### src/sv/ptt_pkg.sv
package ptt_pkg;

    localparam int TAG_W       = 8;
    localparam int IVL_W       = 16;
    localparam int TIME_W      = 16;
    localparam int FUNC_W      = 3;
    localparam int CFG_W       = 16;
    localparam int CFG_INDEX_W = 1;

    localparam int DEFAULT_TABLE_DEPTH = 16;
    localparam int MAX_RESULTS         = 16;
    localparam int N_W                 = $clog2(MAX_RESULTS + 1);

    localparam logic [CFG_W-1:0] INTERVAL_MIN_RESET = 16'd1;
    localparam logic [CFG_W-1:0] INTERVAL_MAX_RESET = 16'hFFFF;

    // register indexes of the configuration port
    localparam logic [CFG_INDEX_W-1:0] CFG_INTERVAL_MIN = 1'b0;
    localparam logic [CFG_INDEX_W-1:0] CFG_INTERVAL_MAX = 1'b1;

    // result kinds
    localparam logic KIND_REPLY = 1'b0;
    localparam logic KIND_FIRED = 1'b1;

    typedef enum logic [FUNC_W-1:0] {
        FUNC_ATTACH  = 3'd0,
        FUNC_START   = 3'd1,
        FUNC_STOP    = 3'd2,
        FUNC_ENABLE  = 3'd3,
        FUNC_DISABLE = 3'd4,
        FUNC_TICK    = 3'd5
    } func_t;

    typedef enum logic [2:0] {
        ST_IDLE,
        ST_RD,
        ST_EX,
        ST_ADD,
        ST_REPLY,
        ST_FLUSH
    } state_t;

    // one table slot as stored in the memory
    typedef struct packed {
        logic [TAG_W-1:0]  tag;
        logic [IVL_W-1:0]  interval;
        logic [TIME_W-1:0] stamp;
        logic              enabled;
    } entry_t;

    // flags from the shared compare unit
    typedef struct packed {
        logic tag_hit;
        logic due;
        logic bounds_ok;
    } unit_res_t;

endpackage

### src/sv/ptt_if.sv
interface ptt_in_if;
    logic                          valid;
    logic                          ready;
    logic [ptt_pkg::FUNC_W-1:0]    func;
    logic [ptt_pkg::TAG_W-1:0]     tag;
    logic [ptt_pkg::IVL_W-1:0]     interval;
    logic                          enable_at_attach;
    logic [ptt_pkg::TIME_W-1:0]    now;

    modport source (output valid, func, tag, interval, enable_at_attach, now, input ready);
    modport sink   (input valid, func, tag, interval, enable_at_attach, now, output ready);
endinterface

interface ptt_out_if;
    logic                          valid;
    logic                          ready;
    logic                          kind;
    logic                          ok;
    logic [ptt_pkg::TAG_W-1:0]     fired_tag;
    logic                          last;

    modport source (output valid, kind, ok, fired_tag, last, input ready);
    modport sink   (input valid, kind, ok, fired_tag, last, output ready);
endinterface

### src/sv/ptt_table.sv
module ptt_table #(
    parameter int TABLE_DEPTH = ptt_pkg::DEFAULT_TABLE_DEPTH,
    parameter int IDX_W       = (TABLE_DEPTH > 1) ? $clog2(TABLE_DEPTH) : 1
) (
    input  logic              clk,
    input  logic [IDX_W-1:0]  rd_addr,
    input  logic              wr_en,
    input  logic [IDX_W-1:0]  wr_addr,
    input  ptt_pkg::entry_t   wr_data,
    output ptt_pkg::entry_t   rd_data
);
    import ptt_pkg::*;

    entry_t mem [TABLE_DEPTH];
    entry_t rd_data_reg;

    // single write port
    always_ff @(posedge clk)
    begin
        if (wr_en)
        begin
            mem[wr_addr] <= wr_data;
        end
    end

    // registered read port
    always_ff @(posedge clk)
    begin
        rd_data_reg <= mem[rd_addr];
    end

    assign rd_data = rd_data_reg;

endmodule

### src/sv/ptt_unit.sv
module ptt_unit (
    input  ptt_pkg::entry_t                 entry,
    input  logic [ptt_pkg::TAG_W-1:0]       cmd_tag,
    input  logic [ptt_pkg::IVL_W-1:0]       cmd_interval,
    input  logic [ptt_pkg::TIME_W-1:0]      now,
    input  logic [ptt_pkg::CFG_W-1:0]       interval_min,
    input  logic [ptt_pkg::CFG_W-1:0]       interval_max,
    output ptt_pkg::unit_res_t              res
);
    import ptt_pkg::*;

    logic [TIME_W-1:0] elapsed;

    // elapsed time wraps at the width of the time stamp
    assign elapsed = now - entry.stamp;

    always_comb
    begin
        res.tag_hit   = (entry.tag == cmd_tag);
        res.due       = (elapsed >= entry.interval);
        res.bounds_ok = (cmd_interval >= interval_min) && (cmd_interval <= interval_max);
    end

endmodule

### src/sv/periodic_timer_table.sv
// periodic timer table
// in_ch takes one command word (attach, start all, stop all, enable one,
// disable one, tick); in_ch.ready is high only while the sequencer is idle.
// out_ch gives reply and fired words through one output register; last marks
// the final word caused by a command. Commands 0 to 4 and unused codes give
// one reply, a tick gives one word per fired timer (up to MAX_RESULTS) or none.
// The table sits in a memory with one registered read port, so every slot
// visited is first read, then compared and updated in the shared unit.
// Stop and unused codes go straight to the reply; start all, and a tick while
// running, visit every attached timer; attach, enable and disable search for
// the tag and stop at a hit, and attach adds a slot if the tag is not found.
// The number of attached timers is 16 at most by default (TABLE_DEPTH).
// A stalled receiver holds the output register; a tick scan waits on a slot
// that fires while an earlier fired word is still waiting to leave.
// Reset empties the table, clears the run flag and restores interval_min to 1
// and interval_max to 65535; configuration writes are taken at any time.
module periodic_timer_table #(
    parameter int TABLE_DEPTH = ptt_pkg::DEFAULT_TABLE_DEPTH
) (
    input  logic                            clk,
    input  logic                            rst_n,
    input  logic                            cfg_we,
    input  logic [ptt_pkg::CFG_INDEX_W-1:0] cfg_index,
    input  logic [ptt_pkg::CFG_W-1:0]       cfg_wdata,
    ptt_in_if.sink                          in_ch,
    ptt_out_if.source                       out_ch
);
    import ptt_pkg::*;

    localparam int IDX_W = (TABLE_DEPTH > 1) ? $clog2(TABLE_DEPTH) : 1;
    localparam int CNT_W = IDX_W + 1;

    // configuration
    logic [CFG_W-1:0] interval_min_reg;
    logic [CFG_W-1:0] interval_max_reg;

    // sequencer state
    state_t           state_reg, state_next;
    logic [IDX_W-1:0] idx_reg, idx_next;
    logic [CNT_W-1:0] count_reg, count_next;
    logic             running_reg, running_next;
    logic [N_W-1:0]   n_reg, n_next;
    logic             pend_valid_reg, pend_valid_next;
    logic [TAG_W-1:0] pend_tag_reg, pend_tag_next;
    logic             ok_reg, ok_next;

    // latched command
    func_t             cmd_func_reg, cmd_func_next;
    logic [TAG_W-1:0]  cmd_tag_reg, cmd_tag_next;
    logic [IVL_W-1:0]  cmd_interval_reg, cmd_interval_next;
    logic              cmd_en_reg, cmd_en_next;
    logic [TIME_W-1:0] cmd_now_reg, cmd_now_next;

    // output register
    logic             out_valid_reg, out_valid_next;
    logic             out_kind_reg, out_kind_next;
    logic             out_ok_reg, out_ok_next;
    logic [TAG_W-1:0] out_tag_reg, out_tag_next;
    logic             out_last_reg, out_last_next;

    // memory and unit signals
    entry_t           rd_entry;
    entry_t           wr_entry;
    logic             wr_en;
    logic [IDX_W-1:0] wr_addr;
    unit_res_t        ures;

    logic             out_free;
    logic             last_slot;
    logic [CNT_W-1:0] idx_inc;

    ptt_table #(
        .TABLE_DEPTH (TABLE_DEPTH),
        .IDX_W       (IDX_W)
    ) u_table (
        .clk     (clk),
        .rd_addr (idx_reg),
        .wr_en   (wr_en),
        .wr_addr (wr_addr),
        .wr_data (wr_entry),
        .rd_data (rd_entry)
    );

    ptt_unit u_unit (
        .entry        (rd_entry),
        .cmd_tag      (cmd_tag_reg),
        .cmd_interval (cmd_interval_reg),
        .now          (cmd_now_reg),
        .interval_min (interval_min_reg),
        .interval_max (interval_max_reg),
        .res          (ures)
    );

    assign out_free  = !out_valid_reg || out_ch.ready;
    assign idx_inc   = {1'b0, idx_reg} + CNT_W'(1);
    assign last_slot = (idx_inc == count_reg);

    assign in_ch.ready      = (state_reg == ST_IDLE);
    assign out_ch.valid     = out_valid_reg;
    assign out_ch.kind      = out_kind_reg;
    assign out_ch.ok        = out_ok_reg;
    assign out_ch.fired_tag = out_tag_reg;
    assign out_ch.last      = out_last_reg;

    // configuration writes
    always_ff @(posedge clk or negedge rst_n)
    begin
        if (!rst_n)
        begin
            interval_min_reg <= INTERVAL_MIN_RESET;
            interval_max_reg <= INTERVAL_MAX_RESET;
        end
        else if (cfg_we)
        begin
            unique case (cfg_index)
                CFG_INTERVAL_MIN: interval_min_reg <= cfg_wdata;
                CFG_INTERVAL_MAX: interval_max_reg <= cfg_wdata;
                default:          interval_min_reg <= interval_min_reg;
            endcase
        end
    end

    // control registers
    always_ff @(posedge clk or negedge rst_n)
    begin
        if (!rst_n)
        begin
            state_reg      <= ST_IDLE;
            count_reg      <= '0;
            running_reg    <= 1'b0;
            pend_valid_reg <= 1'b0;
            out_valid_reg  <= 1'b0;
        end
        else
        begin
            state_reg      <= state_next;
            count_reg      <= count_next;
            running_reg    <= running_next;
            pend_valid_reg <= pend_valid_next;
            out_valid_reg  <= out_valid_next;
        end
    end

    // payload registers
    always_ff @(posedge clk)
    begin
        idx_reg          <= idx_next;
        n_reg            <= n_next;
        pend_tag_reg     <= pend_tag_next;
        ok_reg           <= ok_next;
        cmd_func_reg     <= cmd_func_next;
        cmd_tag_reg      <= cmd_tag_next;
        cmd_interval_reg <= cmd_interval_next;
        cmd_en_reg       <= cmd_en_next;
        cmd_now_reg      <= cmd_now_next;
        out_kind_reg     <= out_kind_next;
        out_ok_reg       <= out_ok_next;
        out_tag_reg      <= out_tag_next;
        out_last_reg     <= out_last_next;
    end

    // sequencer
    always_comb
    begin
        state_next        = state_reg;
        idx_next          = idx_reg;
        count_next        = count_reg;
        running_next      = running_reg;
        n_next            = n_reg;
        pend_valid_next   = pend_valid_reg;
        pend_tag_next     = pend_tag_reg;
        ok_next           = ok_reg;
        cmd_func_next     = cmd_func_reg;
        cmd_tag_next      = cmd_tag_reg;
        cmd_interval_next = cmd_interval_reg;
        cmd_en_next       = cmd_en_reg;
        cmd_now_next      = cmd_now_reg;
        out_valid_next    = out_valid_reg && !out_ch.ready;
        out_kind_next     = out_kind_reg;
        out_ok_next       = out_ok_reg;
        out_tag_next      = out_tag_reg;
        out_last_next     = out_last_reg;
        wr_en             = 1'b0;
        wr_addr           = idx_reg;
        wr_entry          = rd_entry;

        unique case (state_reg)
            ST_IDLE:
            begin
                if (in_ch.valid)
                begin
                    cmd_func_next     = func_t'(in_ch.func);
                    cmd_tag_next      = in_ch.tag;
                    cmd_interval_next = in_ch.interval;
                    cmd_en_next       = in_ch.enable_at_attach;
                    cmd_now_next      = in_ch.now;
                    idx_next          = '0;
                    n_next            = '0;
                    pend_valid_next   = 1'b0;
                    ok_next           = 1'b0;
                    unique case (func_t'(in_ch.func))
                        FUNC_ATTACH:
                        begin
                            state_next = (count_reg == '0) ? ST_ADD : ST_RD;
                        end
                        FUNC_START:
                        begin
                            running_next = 1'b1;
                            ok_next      = 1'b1;
                            state_next   = (count_reg == '0) ? ST_REPLY : ST_RD;
                        end
                        FUNC_STOP:
                        begin
                            running_next = 1'b0;
                            ok_next      = 1'b1;
                            state_next   = ST_REPLY;
                        end
                        FUNC_ENABLE, FUNC_DISABLE:
                        begin
                            state_next = (count_reg == '0) ? ST_REPLY : ST_RD;
                        end
                        FUNC_TICK:
                        begin
                            state_next = (!running_reg || count_reg == '0) ? ST_FLUSH : ST_RD;
                        end
                        default:
                        begin
                            state_next = ST_REPLY;
                        end
                    endcase
                end
            end

            // read data for idx_reg arrives at the end of this cycle
            ST_RD:
            begin
                state_next = ST_EX;
            end

            ST_EX:
            begin
                unique case (cmd_func_reg)
                    FUNC_START:
                    begin
                        wr_en          = 1'b1;
                        wr_entry.stamp = cmd_now_reg;
                        if (last_slot)
                        begin
                            state_next = ST_REPLY;
                        end
                        else
                        begin
                            idx_next   = idx_inc[IDX_W-1:0];
                            state_next = ST_RD;
                        end
                    end
                    FUNC_TICK:
                    begin
                        if (rd_entry.enabled && ures.due && n_reg < N_W'(MAX_RESULTS))
                        begin
                            // an earlier fired word must leave before this one is held
                            if (!pend_valid_reg || out_free)
                            begin
                                if (pend_valid_reg)
                                begin
                                    out_valid_next = 1'b1;
                                    out_kind_next  = KIND_FIRED;
                                    out_ok_next    = 1'b1;
                                    out_tag_next   = pend_tag_reg;
                                    out_last_next  = 1'b0;
                                end
                                wr_en           = 1'b1;
                                wr_entry.stamp  = cmd_now_reg;
                                pend_valid_next = 1'b1;
                                pend_tag_next   = rd_entry.tag;
                                n_next          = n_reg + N_W'(1);
                                if (last_slot)
                                begin
                                    state_next = ST_FLUSH;
                                end
                                else
                                begin
                                    idx_next   = idx_inc[IDX_W-1:0];
                                    state_next = ST_RD;
                                end
                            end
                        end
                        else if (last_slot)
                        begin
                            state_next = ST_FLUSH;
                        end
                        else
                        begin
                            idx_next   = idx_inc[IDX_W-1:0];
                            state_next = ST_RD;
                        end
                    end
                    default:
                    begin
                        // tag search for attach, enable and disable
                        if (ures.tag_hit)
                        begin
                            state_next = ST_REPLY;
                            if (cmd_func_reg == FUNC_ENABLE)
                            begin
                                wr_en            = 1'b1;
                                wr_entry.stamp   = cmd_now_reg;
                                wr_entry.enabled = 1'b1;
                                ok_next          = 1'b1;
                            end
                            else if (cmd_func_reg == FUNC_DISABLE)
                            begin
                                wr_en            = 1'b1;
                                wr_entry.enabled = 1'b0;
                                ok_next          = 1'b1;
                            end
                        end
                        else if (last_slot)
                        begin
                            state_next = (cmd_func_reg == FUNC_ATTACH) ? ST_ADD : ST_REPLY;
                        end
                        else
                        begin
                            idx_next   = idx_inc[IDX_W-1:0];
                            state_next = ST_RD;
                        end
                    end
                endcase
            end

            // new slot at the end of the table
            ST_ADD:
            begin
                state_next = ST_REPLY;
                if (ures.bounds_ok && count_reg < CNT_W'(TABLE_DEPTH))
                begin
                    wr_en             = 1'b1;
                    wr_addr           = count_reg[IDX_W-1:0];
                    wr_entry.tag      = cmd_tag_reg;
                    wr_entry.interval = cmd_interval_reg;
                    wr_entry.stamp    = cmd_now_reg;
                    wr_entry.enabled  = cmd_en_reg;
                    count_next        = count_reg + CNT_W'(1);
                    ok_next           = 1'b1;
                end
            end

            ST_REPLY:
            begin
                if (out_free)
                begin
                    out_valid_next = 1'b1;
                    out_kind_next  = KIND_REPLY;
                    out_ok_next    = ok_reg;
                    out_tag_next   = cmd_tag_reg;
                    out_last_next  = 1'b1;
                    state_next     = ST_IDLE;
                end
            end

            // final fired word of a tick, if any
            ST_FLUSH:
            begin
                if (!pend_valid_reg)
                begin
                    state_next = ST_IDLE;
                end
                else if (out_free)
                begin
                    out_valid_next  = 1'b1;
                    out_kind_next   = KIND_FIRED;
                    out_ok_next     = 1'b1;
                    out_tag_next    = pend_tag_reg;
                    out_last_next   = 1'b1;
                    pend_valid_next = 1'b0;
                    state_next      = ST_IDLE;
                end
            end

            default:
            begin
                state_next = ST_IDLE;
            end
        endcase
    end

endmodule

### src/flat_wrapper.sv
// flat-port wrapper written by rule: the top's interface ports become plain ports
module periodic_timer_table_flat import ptt_pkg::*;
#(
    parameter int TABLE_DEPTH = ptt_pkg::DEFAULT_TABLE_DEPTH
)
  (clk, rst_n, cfg_we, cfg_index, cfg_wdata, in_ch_valid, in_ch_func, in_ch_tag, in_ch_interval, in_ch_enable_at_attach, in_ch_now, in_ch_ready, out_ch_valid, out_ch_kind, out_ch_ok, out_ch_fired_tag, out_ch_last, out_ch_ready);
  ptt_in_if in_ch_i ();
  ptt_out_if out_ch_i ();
  input  logic clk;
  input  logic rst_n;
  input  logic cfg_we;
  input  logic [ptt_pkg::CFG_INDEX_W-1:0] cfg_index;
  input  logic [ptt_pkg::CFG_W-1:0] cfg_wdata;
  input wire logic [$bits(in_ch_i.valid)-1:0] in_ch_valid;
  input wire logic [$bits(in_ch_i.func)-1:0] in_ch_func;
  input wire logic [$bits(in_ch_i.tag)-1:0] in_ch_tag;
  input wire logic [$bits(in_ch_i.interval)-1:0] in_ch_interval;
  input wire logic [$bits(in_ch_i.enable_at_attach)-1:0] in_ch_enable_at_attach;
  input wire logic [$bits(in_ch_i.now)-1:0] in_ch_now;
  output wire logic [$bits(in_ch_i.ready)-1:0] in_ch_ready;
  output wire logic [$bits(out_ch_i.valid)-1:0] out_ch_valid;
  output wire logic [$bits(out_ch_i.kind)-1:0] out_ch_kind;
  output wire logic [$bits(out_ch_i.ok)-1:0] out_ch_ok;
  output wire logic [$bits(out_ch_i.fired_tag)-1:0] out_ch_fired_tag;
  output wire logic [$bits(out_ch_i.last)-1:0] out_ch_last;
  input wire logic [$bits(out_ch_i.ready)-1:0] out_ch_ready;
  assign in_ch_i.valid = in_ch_valid;
  assign in_ch_i.func = in_ch_func;
  assign in_ch_i.tag = in_ch_tag;
  assign in_ch_i.interval = in_ch_interval;
  assign in_ch_i.enable_at_attach = in_ch_enable_at_attach;
  assign in_ch_i.now = in_ch_now;
  assign in_ch_ready = in_ch_i.ready;
  assign out_ch_valid = out_ch_i.valid;
  assign out_ch_kind = out_ch_i.kind;
  assign out_ch_ok = out_ch_i.ok;
  assign out_ch_fired_tag = out_ch_i.fired_tag;
  assign out_ch_last = out_ch_i.last;
  assign out_ch_i.ready = out_ch_ready;
  periodic_timer_table #(.TABLE_DEPTH(TABLE_DEPTH)) u_core (.clk(clk), .rst_n(rst_n), .cfg_we(cfg_we), .cfg_index(cfg_index), .cfg_wdata(cfg_wdata), .in_ch(in_ch_i), .out_ch(out_ch_i));
endmodule
### config.mk
export PLATFORM = sky130hd
export DESIGN_NAME = periodic_timer_table_flat
export DESIGN_NICKNAME = d
export VERILOG_FILES = /design/src/sv/ptt_pkg.sv /design/src/sv/ptt_if.sv /design/src/sv/ptt_table.sv /design/src/sv/ptt_unit.sv /design/src/sv/periodic_timer_table.sv /design/src/flat_wrapper.sv
export SDC_FILE = /design/constraint.sdc
export NUM_CORES = 1
export LEC_CHECK = 0
export ABC_AREA = 1
export BUFFER_PORTS_ARGS = -buffer_cell sky130_fd_sc_hd__buf_2
export CORE_MARGIN = 8
export CORE_UTILIZATION = 30
export CTS_BUF_LIST = sky130_fd_sc_hd__clkbuf_8
export DETAILED_ROUTE_END_ITERATION = 12
export GPL_TIMING_DRIVEN = 0
export PLACE_DENSITY = 0.54
export RECOVER_POWER = 50
export SYNTH_ARGS = -nofsm -noshare
export SYNTH_HDL_FRONTEND = slang
export SYNTH_SLANG_ARGS = --single-unit
### constraint.sdc
create_clock -name clk -period 6.8 [get_ports clk]
set_input_delay 2.04 -clock clk [delete_from_list [all_inputs] [get_ports clk]]
set_output_delay 2.04 -clock clk [all_outputs]
set_load 0.05 [all_outputs]
==> results.yml <==
setup_path:
  required_ns: 7.28
  startpoint_type: "flip-flop"
  cpMaxStageDelayCell: "nor2_4"
  end_kind: "flip-flop"
  cp_common_cell: "nand2_1"
  cp.arrival_ns: 6.62
  path_class: "flip-flop to flip-flop"
  slowest_delay_ns: 0.82
  worst-path-max-fanout: 15
sta:
  drv_slew: 109
  worst_slew_pin_slew_ns: 2.39
  rsz0062_at_grt: "no"
  skew_ns: 0.0384
  fmax_mhz: 163
  slew_headroom_pct: -59.5
  setup_slack_ns: 0.661
  final.min_clock_period_ns: 6.14
  timing.final.crit_share_pct: 90.3
  finalSetupViolations: 0
  tns_ns: 0
  hold_violations: 0
clock_tree:
  cts_resized: 0
  post-cts-setup-buffers: 0
  ctsHoldBuffers: 0
  cts_tree: "built"
  cts_buffers: 138
  htree_levels: 4
  cts_buffer_depth: 3
  cts.reportedPaths.clkPinSlew_ns: 0.06
  clockRootBuffer: "clkbuf_8"
  clock-sinks: 813
  insertion_delay_ns: 0.81
power_and_ir_drop:
  leakagePower_nw: 13.7
  power_density_mw_per_mm2: 454
  vdd_drop_max_uv: 206
synth:
  synth_top_area_cell: "edfxtp_1"
  synth_warnings: 0
  synth_cell_type_count: 46
  synth_top_cells_by_area: "edfxtp_1 (65%), o21ai_0 (5.8%), a21oi_1 (3.8%)"
  synth_cells: 2786
  post_synth.cell_area_avg_um2: 12.1
  syn-num-nets: 2920
  synth_ff_type: "edfxtp_1"
  yosysTopAreaCellShare_pct: 64.9
  synth_edf_count: 729
  async_reset_ff_share_pct: 5.29
  syn-cell-area_mm2: 0.0337
  ys_seq_area_share_pct: 70.6
  ys_ff_latch: 813
job:
  cap_violations: 4
floorplanning:
  io_pins: 79
  dieArea_mm2: 0.123
  start_util_pct: 30.1
  fp.dieW_um: 351
  core_mm2: 0.112
  rows: 123
  die_h_um: 351
route:
  wl_mm: 111
  vias: 23900
  postRouteAntennaNets: 0
  drt_iter0_markers: 2598
  firstDrtPassIters: 6
  drcViolationCount: 0
  post_drt_wl_per_cell_um: 23.8
  avgViaCountPerCell: 5.10
layout:
  largest_reg_flops: 656
  drive_gt1_share_pct: 9.88
  area_growth_pct: 16.6
  fin_cells: 4678
  final_nets: 3194
  design_area_mm2: 0.0393
global_route:
  grt_overflow: 0
  grt_max_degree: 44
  grt_pass1_vias: 23100
  grt_pass1_wl_mm: 159
  track_usage_pct: 17.6
  grt_antenna_before_repair: 5
placed_design:
  dp_slack_ns: 0.809
  io_buffers: 78
  globalplace.congestion: 0.891
  dpl-instance-area_mm2: 0.0370
  hpwlAfterDp_mm: 75.7
  dp_cells: 4419
outcome:
  outcome: "finished, violations left"
  violations: "capacitance limit, slew limit"
worst_hold_path:
  hp-class: "flip-flop to flip-flop"
logic make-up (layout without fill, tap and decap cells):
kind of cell / count (synthesis) / count (layout) / synth area share, %
AOI/OAI and AO/OA: 850 / 850 / 14.0
DFF: 813 / 813 / 70.6
and+or+nand+nor: 704 / 704 / 8.36
buffers and inverters: 329 / 720 / 3.83
adders and majority gates: 68 / 68 / 2.55
xor gates and xnor gates: 22 / 22 / 0.594
other: 0 / 1 / 0
area by class of cell:
cell class,count,area (µm²)
Fill cell,11200,72700
Sequential cell,813,23800
Multi-Input combinational cell,1644,8650
Clock buffer,146,2010
Tap cell,1500,1880
Timing Repair Buffer,134,1090
Inverter,175,658
Buffer,154,613
Clock inverter,111,601
Antenna cell,1,2.50
cell usage after synthesis (all sizes together), types with 9 or more instances:
cell and count:
dfxtp 41, xor2 14, nor2 300, nand4 17
nor3 13, dfrtp 26, dfstp 17, o21ai 402
o221ai 82, buf 52, nand3 45, o211ai 9
a21oi 253, ha 67, clkbuf 102, o22ai 89
edfxtp 729, nand2 323, inv 174
final timing paths:
check / cells after the start / slack (ns) / end / from
max: 28 / 0.66 / u_core.u_table.mem[13][20]$_DFFE_PP_ / u_core.u_table.rd_data[1]$_DFF_P_
min: 0 / 0.47 / u_core.pend_tag_reg[0]$_DFFE_PP_ / u_core.u_table.rd_data[33]$_DFF_P_
max reg2reg: 28 / 0.66 / u_core.u_table.mem[13][20]$_DFFE_PP_ / u_core.u_table.rd_data[1]$_DFF_P_
min reg2reg: 0 / 0.47 / u_core.pend_tag_reg[0]$_DFFE_PP_ / u_core.u_table.rd_data[33]$_DFF_P_
max in group asynchronous: 1 / 3.45 / u_core.interval_min_reg[10]$_DFFE_PN0P_ / rst_n
min in group asynchronous: 1 / 1.97 / u_core.state_reg[2]$_DFFE_PN0P_ / rst_n
per-layer routing:
layer | routed length, µm | GRT usage, %
met4 | 3650 | 6.05
met2 | 52000 | 28.7
met5 | 0 | 0
met3 | 9160 | 3.25
met1 | 46400 | 23.5
power breakdown:
group          internal, mW  switching (mW)
sequential             6.61           0.351
clock                  2.10            2.09
combinational          1.65            5.05
worst max-delay path: cells and delay by family (launching register included):
kind / cells / cell delay, ns
AO/OA/AOI/OAI: 5 / 1.06
buffers and inverters: 5 / 0.83
AND/OR/NAND/NOR: 15 / 2.48
flip-flops: 1 / 0.45
adder cells (fa/ha/maj): 3 / 0.97
through the flow:
step                      hold WS [ns]  total power, mW  util, %
after floorplan                  0.446             10.8        -
after detailed placement         0.468             13.8     33.0
after global routing             0.465             18.8     35.1
after CTS                        0.451             18.0     35.3
final                            0.468             17.8     35.1
after global placement           0.466             13.6     32.1
cells in the final DEF (no fill, tap or decap), drive strengths merged:
master	n
a211oi	3
a21boi	3
a21o	3
a21oi	253
a31oi	1
and2	1
buf	114
bufinv	2
clkbuf	320
clkinv	54
clkinvlp	4
dfrtp	26
dfstp	17
dfxtp	41
diode	1
edfxtp	729
fa	1
ha	67
inv	226
nand2	323
nand3	45
nand3b	1
nand4	17
nor2	300
nor3	13
nor4	1
o211ai	9
o21a	1
o21ai	402
o21bai	2
o221ai	82
o22ai	89
o31ai	1
o32ai	1
or2	3
xnor2	8
xor2	14
No activity file was read; power rests on OpenSTA's default activity.
